### src/hdl/emrc_pkg.sv
`timescale 1ns / 1ps
package emrc_pkg;

   localparam int PRESCALER_W = 15;
   localparam logic [PRESCALER_W-1:0] PRESCALER_RESET = 15'd255;

   typedef struct packed {
      logic [41:0] timestamp_ms;
      logic        write_date;
   } emrc_req_type;

   typedef struct packed {
      logic [4:0]  hours;
      logic [5:0]  minutes;
      logic [5:0]  seconds_plus_one;
      logic [14:0] shift_count;
      logic [2:0]  weekday;
      logic [3:0]  month;
      logic [4:0]  day_of_month;
      logic [7:0]  years_since_1970;
      logic        date_valid;
   } emrc_rsp_type;

   // whole days since the epoch and the time of day in units of 1024 ms
   typedef struct packed {
      logic [15:0] days;
      logic [16:0] msd_rem;
      logic [9:0]  ms_low;
      logic        write_date;
   } emrc_days_type;

   typedef struct packed {
      logic [4:0] hours;
      logic [5:0] minutes;
      logic [5:0] seconds_plus_one;
      logic [9:0] ms;
      logic [2:0] weekday;
      logic [3:0] month;
      logic [4:0] day_of_month;
      logic [7:0] years_since_1970;
      logic       write_date;
   } emrc_civ_type;

   typedef struct packed {
      emrc_civ_type civ;
      logic [14:0]  shift_count;
   } emrc_full_type;

endpackage

### src/hdl/emrc_divide.sv
`timescale 1ns / 1ps
module emrc_divide import emrc_pkg::*; (
   input  logic          clock,
   input  logic          reset,
   input  logic          in_valid,
   output logic          in_ready,
   input  emrc_req_type  in_beat,
   output logic          out_valid,
   input  logic          out_ready,
   output emrc_days_type out_beat
);

   localparam int STAGES = 4;
   localparam int STEPS = 4;
   localparam logic [17:0] DAY_DIV = 18'd84375;

   typedef struct packed {
      logic [16:0] rem;
      logic [15:0] dvd;
      logic [15:0] quo;
      logic [9:0]  ms_low;
      logic        write_date;
   } div_type;

   function automatic div_type day_steps(input div_type x);
      div_type     y;
      logic [17:0] trial;
      y = x;
      for (int k = 0; k < STEPS; k++) begin
         trial = {y.rem, y.dvd[15]};
         y.dvd = {y.dvd[14:0], 1'b0};
         if (trial >= DAY_DIV) begin
            trial = trial - DAY_DIV;
            y.quo = {y.quo[14:0], 1'b1};
         end else begin
            y.quo = {y.quo[14:0], 1'b0};
         end
         y.rem = trial[16:0];
      end
      return y;
   endfunction

   div_type           entry;
   div_type           up [STAGES];
   div_type           stage_in [STAGES];
   div_type           stage_ff [STAGES];
   logic [STAGES-1:0] valid_in;
   logic [STAGES-1:0] valid_ff;
   logic [STAGES:0]   adv;

   always_comb begin
      entry.rem        = {1'b0, in_beat.timestamp_ms[41:26]};
      entry.dvd        = in_beat.timestamp_ms[25:10];
      entry.quo        = '0;
      entry.ms_low     = in_beat.timestamp_ms[9:0];
      entry.write_date = in_beat.write_date;
   end

   assign adv[STAGES] = out_ready;

   for (genvar s = 0; s < STAGES; s++) begin : g_stage
      assign adv[s] = !valid_ff[s] || adv[s+1];
      if (s == 0) begin : g_first
         assign up[s] = entry;
      end else begin : g_next
         assign up[s] = stage_ff[s-1];
      end
      assign stage_in[s] = day_steps(up[s]);
      always_ff @(posedge clock) begin
         if (adv[s]) begin
            stage_ff[s] <= stage_in[s];
         end
      end
   end

   assign valid_in = (adv[STAGES-1:0] & {valid_ff[STAGES-2:0], in_valid})
                   | (~adv[STAGES-1:0] & valid_ff);

   always_ff @(posedge clock) begin
      if (reset) begin
         valid_ff <= '0;
      end else begin
         valid_ff <= valid_in;
      end
   end

   assign in_ready            = adv[0];
   assign out_valid           = valid_ff[STAGES-1];
   assign out_beat.days       = stage_ff[STAGES-1].quo;
   assign out_beat.msd_rem    = stage_ff[STAGES-1].rem;
   assign out_beat.ms_low     = stage_ff[STAGES-1].ms_low;
   assign out_beat.write_date = stage_ff[STAGES-1].write_date;

   a_day_range: assert property (@(posedge clock) disable iff (reset)
      out_valid |-> (out_beat.msd_rem < DAY_DIV) && (out_beat.days <= 16'd50903))
      else $error("day split out of range");

endmodule

### src/hdl/emrc_civil.sv
`timescale 1ns / 1ps
module emrc_civil import emrc_pkg::*; (
   input  logic          clock,
   input  logic          reset,
   input  logic          in_valid,
   output logic          in_ready,
   input  emrc_days_type in_beat,
   output logic          out_valid,
   input  logic          out_ready,
   output emrc_civ_type  out_beat
);

   localparam logic [19:0] HOUR_DIV     = 20'd28125;
   localparam logic [16:0] MIN_DIV      = 17'd1875;
   localparam logic [12:0] SEC_DIV      = 13'd125;
   localparam logic [16:0] CYCLE_DIV    = 17'd1461;
   localparam logic [16:0] EPOCH_OFFSET = 17'd671;
   localparam logic [16:0] GAP_DAY      = 17'd48212;
   localparam logic [10:0] YEAR1_DAYS   = 11'd365;
   localparam logic [10:0] YEAR2_DAYS   = 11'd730;
   localparam logic [10:0] YEAR3_DAYS   = 11'd1095;
   localparam logic [5:0]  WEEK_SHIFT   = 6'd3;
   localparam logic [3:0]  WEEK_LEN     = 4'd7;
   localparam logic [3:0]  MP_JANUARY   = 4'd10;
   localparam logic [7:0]  YEAR_BIAS    = 8'd2;
   localparam logic [8:0]  MONTH_START [12] = '{
      9'd0, 9'd31, 9'd61, 9'd92, 9'd122, 9'd153,
      9'd184, 9'd214, 9'd245, 9'd275, 9'd306, 9'd337
   };

   typedef struct packed {
      logic [4:0]  hours;
      logic [21:0] msh;
      logic [5:0]  cyc;
      logic [10:0] cyc_rem;
      logic [5:0]  wk_sum;
      logic        write_date;
   } stage_a_type;

   typedef struct packed {
      logic [4:0]  hours;
      logic [5:0]  minutes;
      logic [15:0] msm;
      logic [7:0]  yr;
      logic [8:0]  doy;
      logic [2:0]  wk;
      logic        write_date;
   } stage_b_type;

   function automatic logic [19:0] hour_split(input logic [19:0] x);
      logic [19:0] r;
      logic [4:0]  q;
      r = x;
      q = '0;
      for (int k = 4; k >= 0; k--) begin
         q = {q[3:0], 1'b0};
         if (r >= (HOUR_DIV << k)) begin
            r    = r - (HOUR_DIV << k);
            q[0] = 1'b1;
         end
      end
      return {q, r[14:0]};
   endfunction

   function automatic logic [16:0] split_q6(input logic [16:0] x, input logic [16:0] divisor);
      logic [16:0] r;
      logic [5:0]  q;
      r = x;
      q = '0;
      for (int k = 5; k >= 0; k--) begin
         q = {q[4:0], 1'b0};
         if (r >= (divisor << k)) begin
            r    = r - (divisor << k);
            q[0] = 1'b1;
         end
      end
      return {q, r[10:0]};
   endfunction

   function automatic logic [12:0] sec_split(input logic [12:0] x);
      logic [12:0] r;
      logic [5:0]  q;
      r = x;
      q = '0;
      for (int k = 5; k >= 0; k--) begin
         q = {q[4:0], 1'b0};
         if (r >= (SEC_DIV << k)) begin
            r    = r - (SEC_DIV << k);
            q[0] = 1'b1;
         end
      end
      return {q, r[6:0]};
   endfunction

   stage_a_type  a_in, a_ff;
   stage_b_type  b_in, b_ff;
   emrc_civ_type c_in, c_ff;
   logic [2:0]   valid_in, valid_ff;
   logic [3:0]   adv;

   logic [19:0] hsplit;
   logic [16:0] zday;
   logic [16:0] csplit;
   logic [16:0] msplit;
   logic [1:0]  yoc;
   logic [10:0] yoff;
   logic [3:0]  wk_fold;
   logic [12:0] ssplit;
   logic [3:0]  mp;
   logic [8:0]  mstart;

   // hour of day, 4-year cycle of the March-based calendar, weekday digit sum
   always_comb begin
      hsplit    = hour_split({in_beat.msd_rem, in_beat.ms_low[9:7]});
      a_in.hours = hsplit[19:15];
      a_in.msh   = {hsplit[14:0], in_beat.ms_low[6:0]};
      zday = {1'b0, in_beat.days} + EPOCH_OFFSET;
      // skip the missing leap day of 2100
      if (zday >= GAP_DAY) begin
         zday = zday + 17'd1;
      end
      csplit       = split_q6(zday, CYCLE_DIV);
      a_in.cyc     = csplit[16:11];
      a_in.cyc_rem = csplit[10:0];
      a_in.wk_sum  = 6'(in_beat.days[2:0]) + 6'(in_beat.days[5:3]) + 6'(in_beat.days[8:6])
                   + 6'(in_beat.days[11:9]) + 6'(in_beat.days[14:12])
                   + 6'(in_beat.days[15]) + WEEK_SHIFT;
      a_in.write_date = in_beat.write_date;
   end

   // minutes, year within cycle, weekday reduce
   always_comb begin
      msplit       = split_q6(a_ff.msh[21:5], MIN_DIV);
      b_in.hours   = a_ff.hours;
      b_in.minutes = msplit[16:11];
      b_in.msm     = {msplit[10:0], a_ff.msh[4:0]};
      if (a_ff.cyc_rem >= YEAR3_DAYS) begin
         yoc  = 2'd3;
         yoff = YEAR3_DAYS;
      end else if (a_ff.cyc_rem >= YEAR2_DAYS) begin
         yoc  = 2'd2;
         yoff = YEAR2_DAYS;
      end else if (a_ff.cyc_rem >= YEAR1_DAYS) begin
         yoc  = 2'd1;
         yoff = YEAR1_DAYS;
      end else begin
         yoc  = 2'd0;
         yoff = '0;
      end
      b_in.doy = 9'(a_ff.cyc_rem - yoff);
      b_in.yr  = {a_ff.cyc, 2'b00} + 8'(yoc);
      wk_fold  = 4'(a_ff.wk_sum[5:3]) + 4'(a_ff.wk_sum[2:0]);
      if (wk_fold >= WEEK_LEN) begin
         wk_fold = wk_fold - WEEK_LEN;
      end
      b_in.wk = wk_fold[2:0];
      b_in.write_date = a_ff.write_date;
   end

   // seconds, milliseconds, month, day, year and weekday
   always_comb begin
      ssplit                = sec_split(b_ff.msm[15:3]);
      c_in.hours            = b_ff.hours;
      c_in.minutes          = b_ff.minutes;
      c_in.seconds_plus_one = ssplit[12:7] + 6'd1;
      c_in.ms               = {ssplit[6:0], b_ff.msm[2:0]};
      mp = '0;
      for (int i = 1; i < 12; i++) begin
         if (b_ff.doy >= MONTH_START[i]) begin
            mp = mp + 4'd1;
         end
      end
      mstart            = MONTH_START[mp];
      c_in.day_of_month = 5'(b_ff.doy - mstart + 9'd1);
      if (mp >= MP_JANUARY) begin
         c_in.month            = mp - 4'd9;
         c_in.years_since_1970 = b_ff.yr + 8'd1 - YEAR_BIAS;
      end else begin
         c_in.month            = mp + 4'd3;
         c_in.years_since_1970 = b_ff.yr - YEAR_BIAS;
      end
      c_in.weekday    = b_ff.wk + 3'd1;
      c_in.write_date = b_ff.write_date;
   end

   assign adv[3] = out_ready;
   for (genvar s = 0; s < 3; s++) begin : g_adv
      assign adv[s] = !valid_ff[s] || adv[s+1];
   end

   assign valid_in = (adv[2:0] & {valid_ff[1:0], in_valid}) | (~adv[2:0] & valid_ff);

   always_ff @(posedge clock) begin
      if (reset) begin
         valid_ff <= '0;
      end else begin
         valid_ff <= valid_in;
      end
   end

   always_ff @(posedge clock) begin
      if (adv[0]) begin
         a_ff <= a_in;
      end
      if (adv[1]) begin
         b_ff <= b_in;
      end
      if (adv[2]) begin
         c_ff <= c_in;
      end
   end

   assign in_ready  = adv[0];
   assign out_valid = valid_ff[2];
   assign out_beat  = c_ff;

   a_time_range: assert property (@(posedge clock) disable iff (reset)
      out_valid |-> (out_beat.hours <= 5'd23) && (out_beat.minutes <= 6'd59)
                 && (out_beat.seconds_plus_one != 6'd0) && (out_beat.seconds_plus_one <= 6'd60)
                 && (out_beat.ms <= 10'd999))
      else $error("time of day out of range");

endmodule

### src/hdl/emrc_subsec.sv
`timescale 1ns / 1ps
module emrc_subsec import emrc_pkg::*; (
   input  logic                   clock,
   input  logic                   reset,
   input  logic [PRESCALER_W-1:0] prescaler,
   input  logic                   in_valid,
   output logic                   in_ready,
   input  emrc_civ_type           in_beat,
   output logic                   out_valid,
   input  logic                   out_ready,
   output emrc_full_type          out_beat
);

   localparam int STEPS = 8;
   localparam logic [7:0] SUB_DIV = 8'd125;
   localparam logic [9:0] MS_MAX  = 10'd999;

   typedef struct packed {
      logic [6:0]  rem;
      logic [15:0] dvd;
      logic [14:0] quo;
   } div_type;

   typedef struct packed {
      emrc_civ_type civ;
      logic [24:0]  product;
   } stage_d_type;

   typedef struct packed {
      emrc_civ_type civ;
      div_type      div;
   } stage_q_type;

   function automatic div_type sub_steps(input div_type x);
      div_type    y;
      logic [7:0] trial;
      y = x;
      for (int k = 0; k < STEPS; k++) begin
         trial = {y.rem, y.dvd[15]};
         y.dvd = {y.dvd[14:0], 1'b0};
         if (trial >= SUB_DIV) begin
            trial = trial - SUB_DIV;
            y.quo = {y.quo[13:0], 1'b1};
         end else begin
            y.quo = {y.quo[13:0], 1'b0};
         end
         y.rem = trial[6:0];
      end
      return y;
   endfunction

   stage_d_type d_in, d_ff;
   stage_q_type e_in, e_ff;
   stage_q_type f_in, f_ff;
   div_type     e_start;
   logic [25:0] product_full;
   logic [2:0]  valid_in, valid_ff;
   logic [3:0]  adv;

   always_comb begin
      product_full = 26'(MS_MAX - in_beat.ms) * 26'({1'b0, prescaler} + 16'd1);
      d_in.civ     = in_beat;
      d_in.product = product_full[24:0];
   end

   // product / 1000 as (product >> 3) / 125
   always_comb begin
      e_start.rem = {1'b0, d_ff.product[24:19]};
      e_start.dvd = d_ff.product[18:3];
      e_start.quo = '0;
      e_in.civ    = d_ff.civ;
      e_in.div    = sub_steps(e_start);
      f_in.civ    = e_ff.civ;
      f_in.div    = sub_steps(e_ff.div);
   end

   assign adv[3] = out_ready;
   for (genvar s = 0; s < 3; s++) begin : g_adv
      assign adv[s] = !valid_ff[s] || adv[s+1];
   end

   assign valid_in = (adv[2:0] & {valid_ff[1:0], in_valid}) | (~adv[2:0] & valid_ff);

   always_ff @(posedge clock) begin
      if (reset) begin
         valid_ff <= '0;
      end else begin
         valid_ff <= valid_in;
      end
   end

   always_ff @(posedge clock) begin
      if (adv[0]) begin
         d_ff <= d_in;
      end
      if (adv[1]) begin
         e_ff <= e_in;
      end
      if (adv[2]) begin
         f_ff <= f_in;
      end
   end

   assign in_ready             = adv[0];
   assign out_valid            = valid_ff[2];
   assign out_beat.civ         = f_ff.civ;
   assign out_beat.shift_count = f_ff.div.quo;

endmodule

### src/hdl/epoch_ms_to_rtc_calendar_core.sv
`timescale 1ns / 1ps
// Unix epoch milliseconds to calendar RTC load fields (UTC).
// req channel: one beat carries timestamp_ms and write_date; it is taken on a
// clock edge where req_valid and req_ready are both high.
// rsp channel: one beat per request, in order: time of day, seconds plus one,
// subsecond shift count, and the date fields when write_date was set (zero
// otherwise, with date_valid low).
// csr channel: csr_data loads the 15-bit synchronous prescaler; csr_ready is
// always high. Write it only while no request is in flight.
// Pipeline: ten register stages lie between taking a request and rsp_valid.
// Throughput: one beat per cycle while rsp_ready is high, set by the ten-stage
// pipeline of restoring divide steps (four stages for the day split, three for
// time of day and calendar, three for the prescaler multiply and divide).
// Reset: all stages empty, prescaler back to 255.
// Stall: when rsp_ready is low the last stage holds; earlier stages keep
// filling bubbles, and req_ready drops only once all ten stages hold a beat.
module epoch_ms_to_rtc_calendar_core import emrc_pkg::*; (
   input  logic                   clock,
   input  logic                   reset,
   input  logic                   req_valid,
   output logic                   req_ready,
   input  emrc_req_type           req_data,
   output logic                   rsp_valid,
   input  logic                   rsp_ready,
   output emrc_rsp_type           rsp_data,
   input  logic                   csr_valid,
   output logic                   csr_ready,
   input  logic [PRESCALER_W-1:0] csr_data
);

   logic [PRESCALER_W-1:0] prescaler_in, prescaler_ff;

   logic          div_valid, div_ready;
   emrc_days_type div_beat;
   logic          civ_valid, civ_ready;
   emrc_civ_type  civ_beat;
   emrc_full_type full_beat;

   assign csr_ready    = 1'b1;
   assign prescaler_in = (csr_valid && csr_ready) ? csr_data : prescaler_ff;

   always_ff @(posedge clock) begin
      if (reset) begin
         prescaler_ff <= PRESCALER_RESET;
      end else begin
         prescaler_ff <= prescaler_in;
      end
   end

   emrc_divide u_divide (
      .clock     (clock),
      .reset     (reset),
      .in_valid  (req_valid),
      .in_ready  (req_ready),
      .in_beat   (req_data),
      .out_valid (div_valid),
      .out_ready (div_ready),
      .out_beat  (div_beat)
   );

   emrc_civil u_civil (
      .clock     (clock),
      .reset     (reset),
      .in_valid  (div_valid),
      .in_ready  (div_ready),
      .in_beat   (div_beat),
      .out_valid (civ_valid),
      .out_ready (civ_ready),
      .out_beat  (civ_beat)
   );

   emrc_subsec u_subsec (
      .clock     (clock),
      .reset     (reset),
      .prescaler (prescaler_ff),
      .in_valid  (civ_valid),
      .in_ready  (civ_ready),
      .in_beat   (civ_beat),
      .out_valid (rsp_valid),
      .out_ready (rsp_ready),
      .out_beat  (full_beat)
   );

   // drop the date fields unless the date is to be loaded
   always_comb begin
      rsp_data.hours            = full_beat.civ.hours;
      rsp_data.minutes          = full_beat.civ.minutes;
      rsp_data.seconds_plus_one = full_beat.civ.seconds_plus_one;
      rsp_data.shift_count      = full_beat.shift_count;
      rsp_data.date_valid       = full_beat.civ.write_date;
      if (full_beat.civ.write_date) begin
         rsp_data.weekday          = full_beat.civ.weekday;
         rsp_data.month            = full_beat.civ.month;
         rsp_data.day_of_month     = full_beat.civ.day_of_month;
         rsp_data.years_since_1970 = full_beat.civ.years_since_1970;
      end else begin
         rsp_data.weekday          = '0;
         rsp_data.month            = '0;
         rsp_data.day_of_month     = '0;
         rsp_data.years_since_1970 = '0;
      end
   end

   a_date_range: assert property (@(posedge clock) disable iff (reset)
      rsp_valid && rsp_data.date_valid |->
         (rsp_data.weekday != 3'd0) && (rsp_data.month != 4'd0) && (rsp_data.month <= 4'd12)
         && (rsp_data.day_of_month != 5'd0) && (rsp_data.years_since_1970 <= 8'd139))
      else $error("date field out of range");

   a_shift_range: assert property (@(posedge clock) disable iff (reset)
      rsp_valid |-> (rsp_data.shift_count <= 15'd32735))
      else $error("shift count out of range");

   a_prescaler_hold: assert property (@(posedge clock) disable iff (reset)
      !csr_valid |=> (prescaler_ff == $past(prescaler_ff)))
      else $error("prescaler changed without a write");

endmodule
### config.mk
export PLATFORM = sky130hd
export DESIGN_NAME = epoch_ms_to_rtc_calendar_core
export DESIGN_NICKNAME = d
export VERILOG_FILES = /design/src/hdl/emrc_pkg.sv /design/src/hdl/emrc_divide.sv /design/src/hdl/emrc_civil.sv /design/src/hdl/emrc_subsec.sv /design/src/hdl/epoch_ms_to_rtc_calendar_core.sv
export SDC_FILE = /design/constraint.sdc
export NUM_CORES = 2
export LEC_CHECK = 0
export ABC_AREA = 1
export BUFFER_PORTS_ARGS = -buffer_cell sky130_fd_sc_hd__clkbuf_2
export CAP_MARGIN = 20
export CORE_ASPECT_RATIO = 0.7
export CORE_MARGIN = 2
export CORE_UTILIZATION = 40
export CTS_BUF_LIST = sky130_fd_sc_hd__clkbuf_4 sky130_fd_sc_hd__clkbuf_8
export DETAILED_ROUTE_END_ITERATION = 6
export HOLD_SLACK_MARGIN = 0.1
export PLACE_DENSITY = 0.57
export SYNTH_ARGS = -nofsm -noshare
export SYNTH_HDL_FRONTEND = slang
export SYNTH_SLANG_ARGS = --single-unit
export TNS_END_PERCENT = 30
### constraint.sdc
create_clock -name clock -period 39.5 [get_ports clock]
set_input_delay 3.95 -clock clock [delete_from_list [all_inputs] [get_ports clock]]
set_output_delay 3.95 -clock clock [all_outputs]
set_load 0.01 [all_outputs]
==> reports/qor.yml <==
place:
  dp_hpwl_um: 79300
  numPortBuffers: 117
  place_area_um2: 47900
  place_congestion: 0.897
  placed_cells: 7484
yosys:
  synth_area_um2: 45900
  synthFlopType: "edfxtp_1"
  ys_types: 59
  synth_edf_count: 496
  ys_ff_latch: 521
  ys.warnings.count: 0
  yosys.area_share.xor_xnor: 0.107
  synth_simple_gate_area_share: 0.271
  synth_fa_ha_area_frac: 0.135
  yosys-top-cells-count: "1636 x nand2_1, 974 x inv_1, 498 x nor2_1"
  synth_top_area_frac: 0.325
  yosysMostFrequentCell: "nand2_1"
  synth_top_family_by_area: "simple AND/OR/NAND/NOR gates"
  synth.mux.area_fraction: 0.000982
  yosys.area.top_type: "edfxtp_1"
  async_flop_share: 0
  synth.net_count: 6377
  avgSynthCellArea_um2: 7.73
  synth_compound_area_frac: 0.0546
  synth_cells: 5933
  yosys-top-cells-area: "edfxtp_1 32%, nand2_1 13%, xor2_1 9.1%, fa_1 8.2%, inv_1 8.0%"
  ys_seq_area_frac: 0.335
die:
  io_pins: 119
  core_um2: 113000
  die_y_um: 287
  start_util: 0.405
  die_area_um2: 117000
  die_w_um: 409
  num_rows: 103
clock_network:
  path_clk_slew_ns: 0.07
  post_cts_resized: 0
  cts_buffer_depth: 3
  cts_tree: "yes"
  holdBufCountCts: 0
  post_cts_buffers: 0
  htreeDepth: 3
  cts_inserted_buffers: 89
  clock_latency_ns: 0.76
  cts-root-buf: "clkbuf_8"
  cts_sinks: 521
route:
  ant_nets: 0
  vias: 36658
  drt_iter0_markers: 2404
  viasPerCell: 4.79
  routed_wl_um: 101000
  firstDrtPassIters: 6
  wire_per_inst_um: 13.2
  drc_errors: 0
timing:
  skew_ns: 0.0496
  tightestPinTransition_ns: 1.05
  final.period_utilization: 0.297
  tns_ns: 0
  slew_violations: 0
  timing.hold.ws_ns: 0.395
  post-route-min-period_ns: 11.72
  setup_viol: 0
  slew_headroom: 0.295
  fmax_mhz: 85.3
  hold_violations: 0
  rsz0062_at_grt: "no"
min_path:
  hp-start: "u_subsec.d_ff[56]"
  hp-class: "flip-flop to flip-flop"
grt:
  overflow: 0
  grtUsageMet1: 0.260
  grt_pass1_vias: 34230
  grtUsageTotal: 0.173
  gr-usage-met2: 0.257
  top_usage_layer: "met1"
  antenna_found_initial: 1
  use_met3: 0.0304
  grt_max_degree: 62
  grt_first_pass_wirelength_um: 170000
cells_and_area:
  fin_cells: 7646
  finalNetCount: 6498
  drive_gt1_frac: 0.0732
  multi_input_area_um2: 26100
  ff_latch_area_um2: 15400
  num-fill-cells: 11328
  syn_to_final_growth_pct: 8.46
  final_area_um2: 49800
critical_path:
  cp-start-kind: "primary input"
  cp-end-kind: "output port"
  path_class: "primary input to output port"
  crit_path_start: "rsp_ready"
  r2r_start: "u_divide.stage_ff[3][40]"
  cp.arrival_ns: 7.77
  cp_data_required_time_ns: 35.55
  crit_fanout: 55
run:
  maxCapViolations: 0
run_status:
  status: "finished, final reports clean"
## per-stage QoR
step / util / setup slack, ns
after floorplan: - / 21.21
after global routing: 0.439 / 27.17
after global placement: 0.423 / 27.52
final: 0.439 / 27.78
after CTS: 0.439 / 27.58
after detailed placement: 0.423 / 27.59
## registers in the layout, indices dropped and copies added, names as in the netlist, named ones only
register and flops:
prescaler_ff 15, u_civil.a_ff 51, u_civil.b_ff 48, u_civil.out_beat 48, u_divide.stage_ff 176, u_subsec.d_ff 60
u_subsec.e_ff 60, u_subsec.out_beat 53
## layer usage
metal | share of wire | wire length (um) | vias up
met5 | 0 | 0 | -
met4 | 0.019 | 1910 | 0
met3 | 0.050 | 5020 | 128
met2 | 0.41 | 41200 | 704
met1 | 0.52 | 52700 | 16735
li1 | - | - | 19091
## layout make-up
cell class	instances	share of cell area
multi-input cells	4304	0.524
flip-flops and latches	521	0.309
inverters	1006	0.0759
well taps	1522	0.0383
clock buffers	112	0.0286
repair buffers	132	0.0140
clock inverters	48	0.00953
diodes	1	0.0000503
## cell usage in the layout, fill, tap and decap left out, types with 7 or more instances in the layout
cell | Yosys | layout
inv_2 | 20 | 29
nor3_1 | 79 | 79
clkinv_2 | 0 | 15
nor2_1 | 498 | 498
fa_1 | 189 | 189
dfxtp_1 | 25 | 25
clkbuf_2 | 0 | 117
nand4_1 | 91 | 91
a21oi_1 | 138 | 138
or2_2 | 31 | 31
o21bai_1 | 8 | 8
nand3_4 | 7 | 7
nand2_1 | 1636 | 1635
buf_4 | 44 | 15
ha_1 | 192 | 192
nand2_2 | 48 | 49
nor2_2 | 21 | 21
o21ai_1 | 24 | 24
clkinv_1 | 11 | 23
o21ai_0 | 171 | 171
edfxtp_1 | 496 | 496
a21o_1 | 7 | 7
xnor2_1 | 83 | 83
clkbuf_8 | 0 | 93
nor4_1 | 10 | 10
o21a_1 | 11 | 11
a31oi_1 | 21 | 21
clkbuf_4 | 0 | 19
inv_1 | 974 | 965
nand3_1 | 441 | 441
bufinv_16 | 0 | 8
nand3b_1 | 30 | 30
xor2_1 | 478 | 478
o211ai_1 | 22 | 22
## cell families (layout without fill, tap and decap cells)
family          after synthesis  in the layout
xor+xnor                    562            562
simple gates               2914           2914
buf+inv                    1108           1298
compound gates              442            442
fa+ha+maj                   381            381
other cells                   1              2
flops                       521            521
mux                           4              4
## worst max-delay path, cell delays in order
cell	delay [ns]
clkbuf_2	0.08
nor2_1	0.04
inv_2	0.03
buf_4	0.64
nor2_1	0.12
inv_2	0.09
nor2_1	0.04
inv_2	0.05
nor2_1	0.04
inv_2	0.04
nor2_1	0.04
inv_2	0.04
buf_4	0.50
nor2_1	0.12
inv_2	0.07
buf_4	0.53
nor2_1	0.11
inv_2	0.69
nor2_1	0.11
inv_2	0.09
nor2_1	0.07
nand2_2	0.07
clkbuf_2	0.16
## worst paths after layout
check	to	slack, ns	cells after the start
worst max-delay path	req_ready	27.78	23
worst min-delay path	u_subsec.e_ff[69]	0.39	0
worst max register to register	u_civil.a_ff[39]	29.53	51
worst min register to register	u_subsec.e_ff[69]	0.39	0
Power is left out: the tool's default activity adds up to more than one toggle a clock period on the data nets, which glitch-free logic cannot reach.
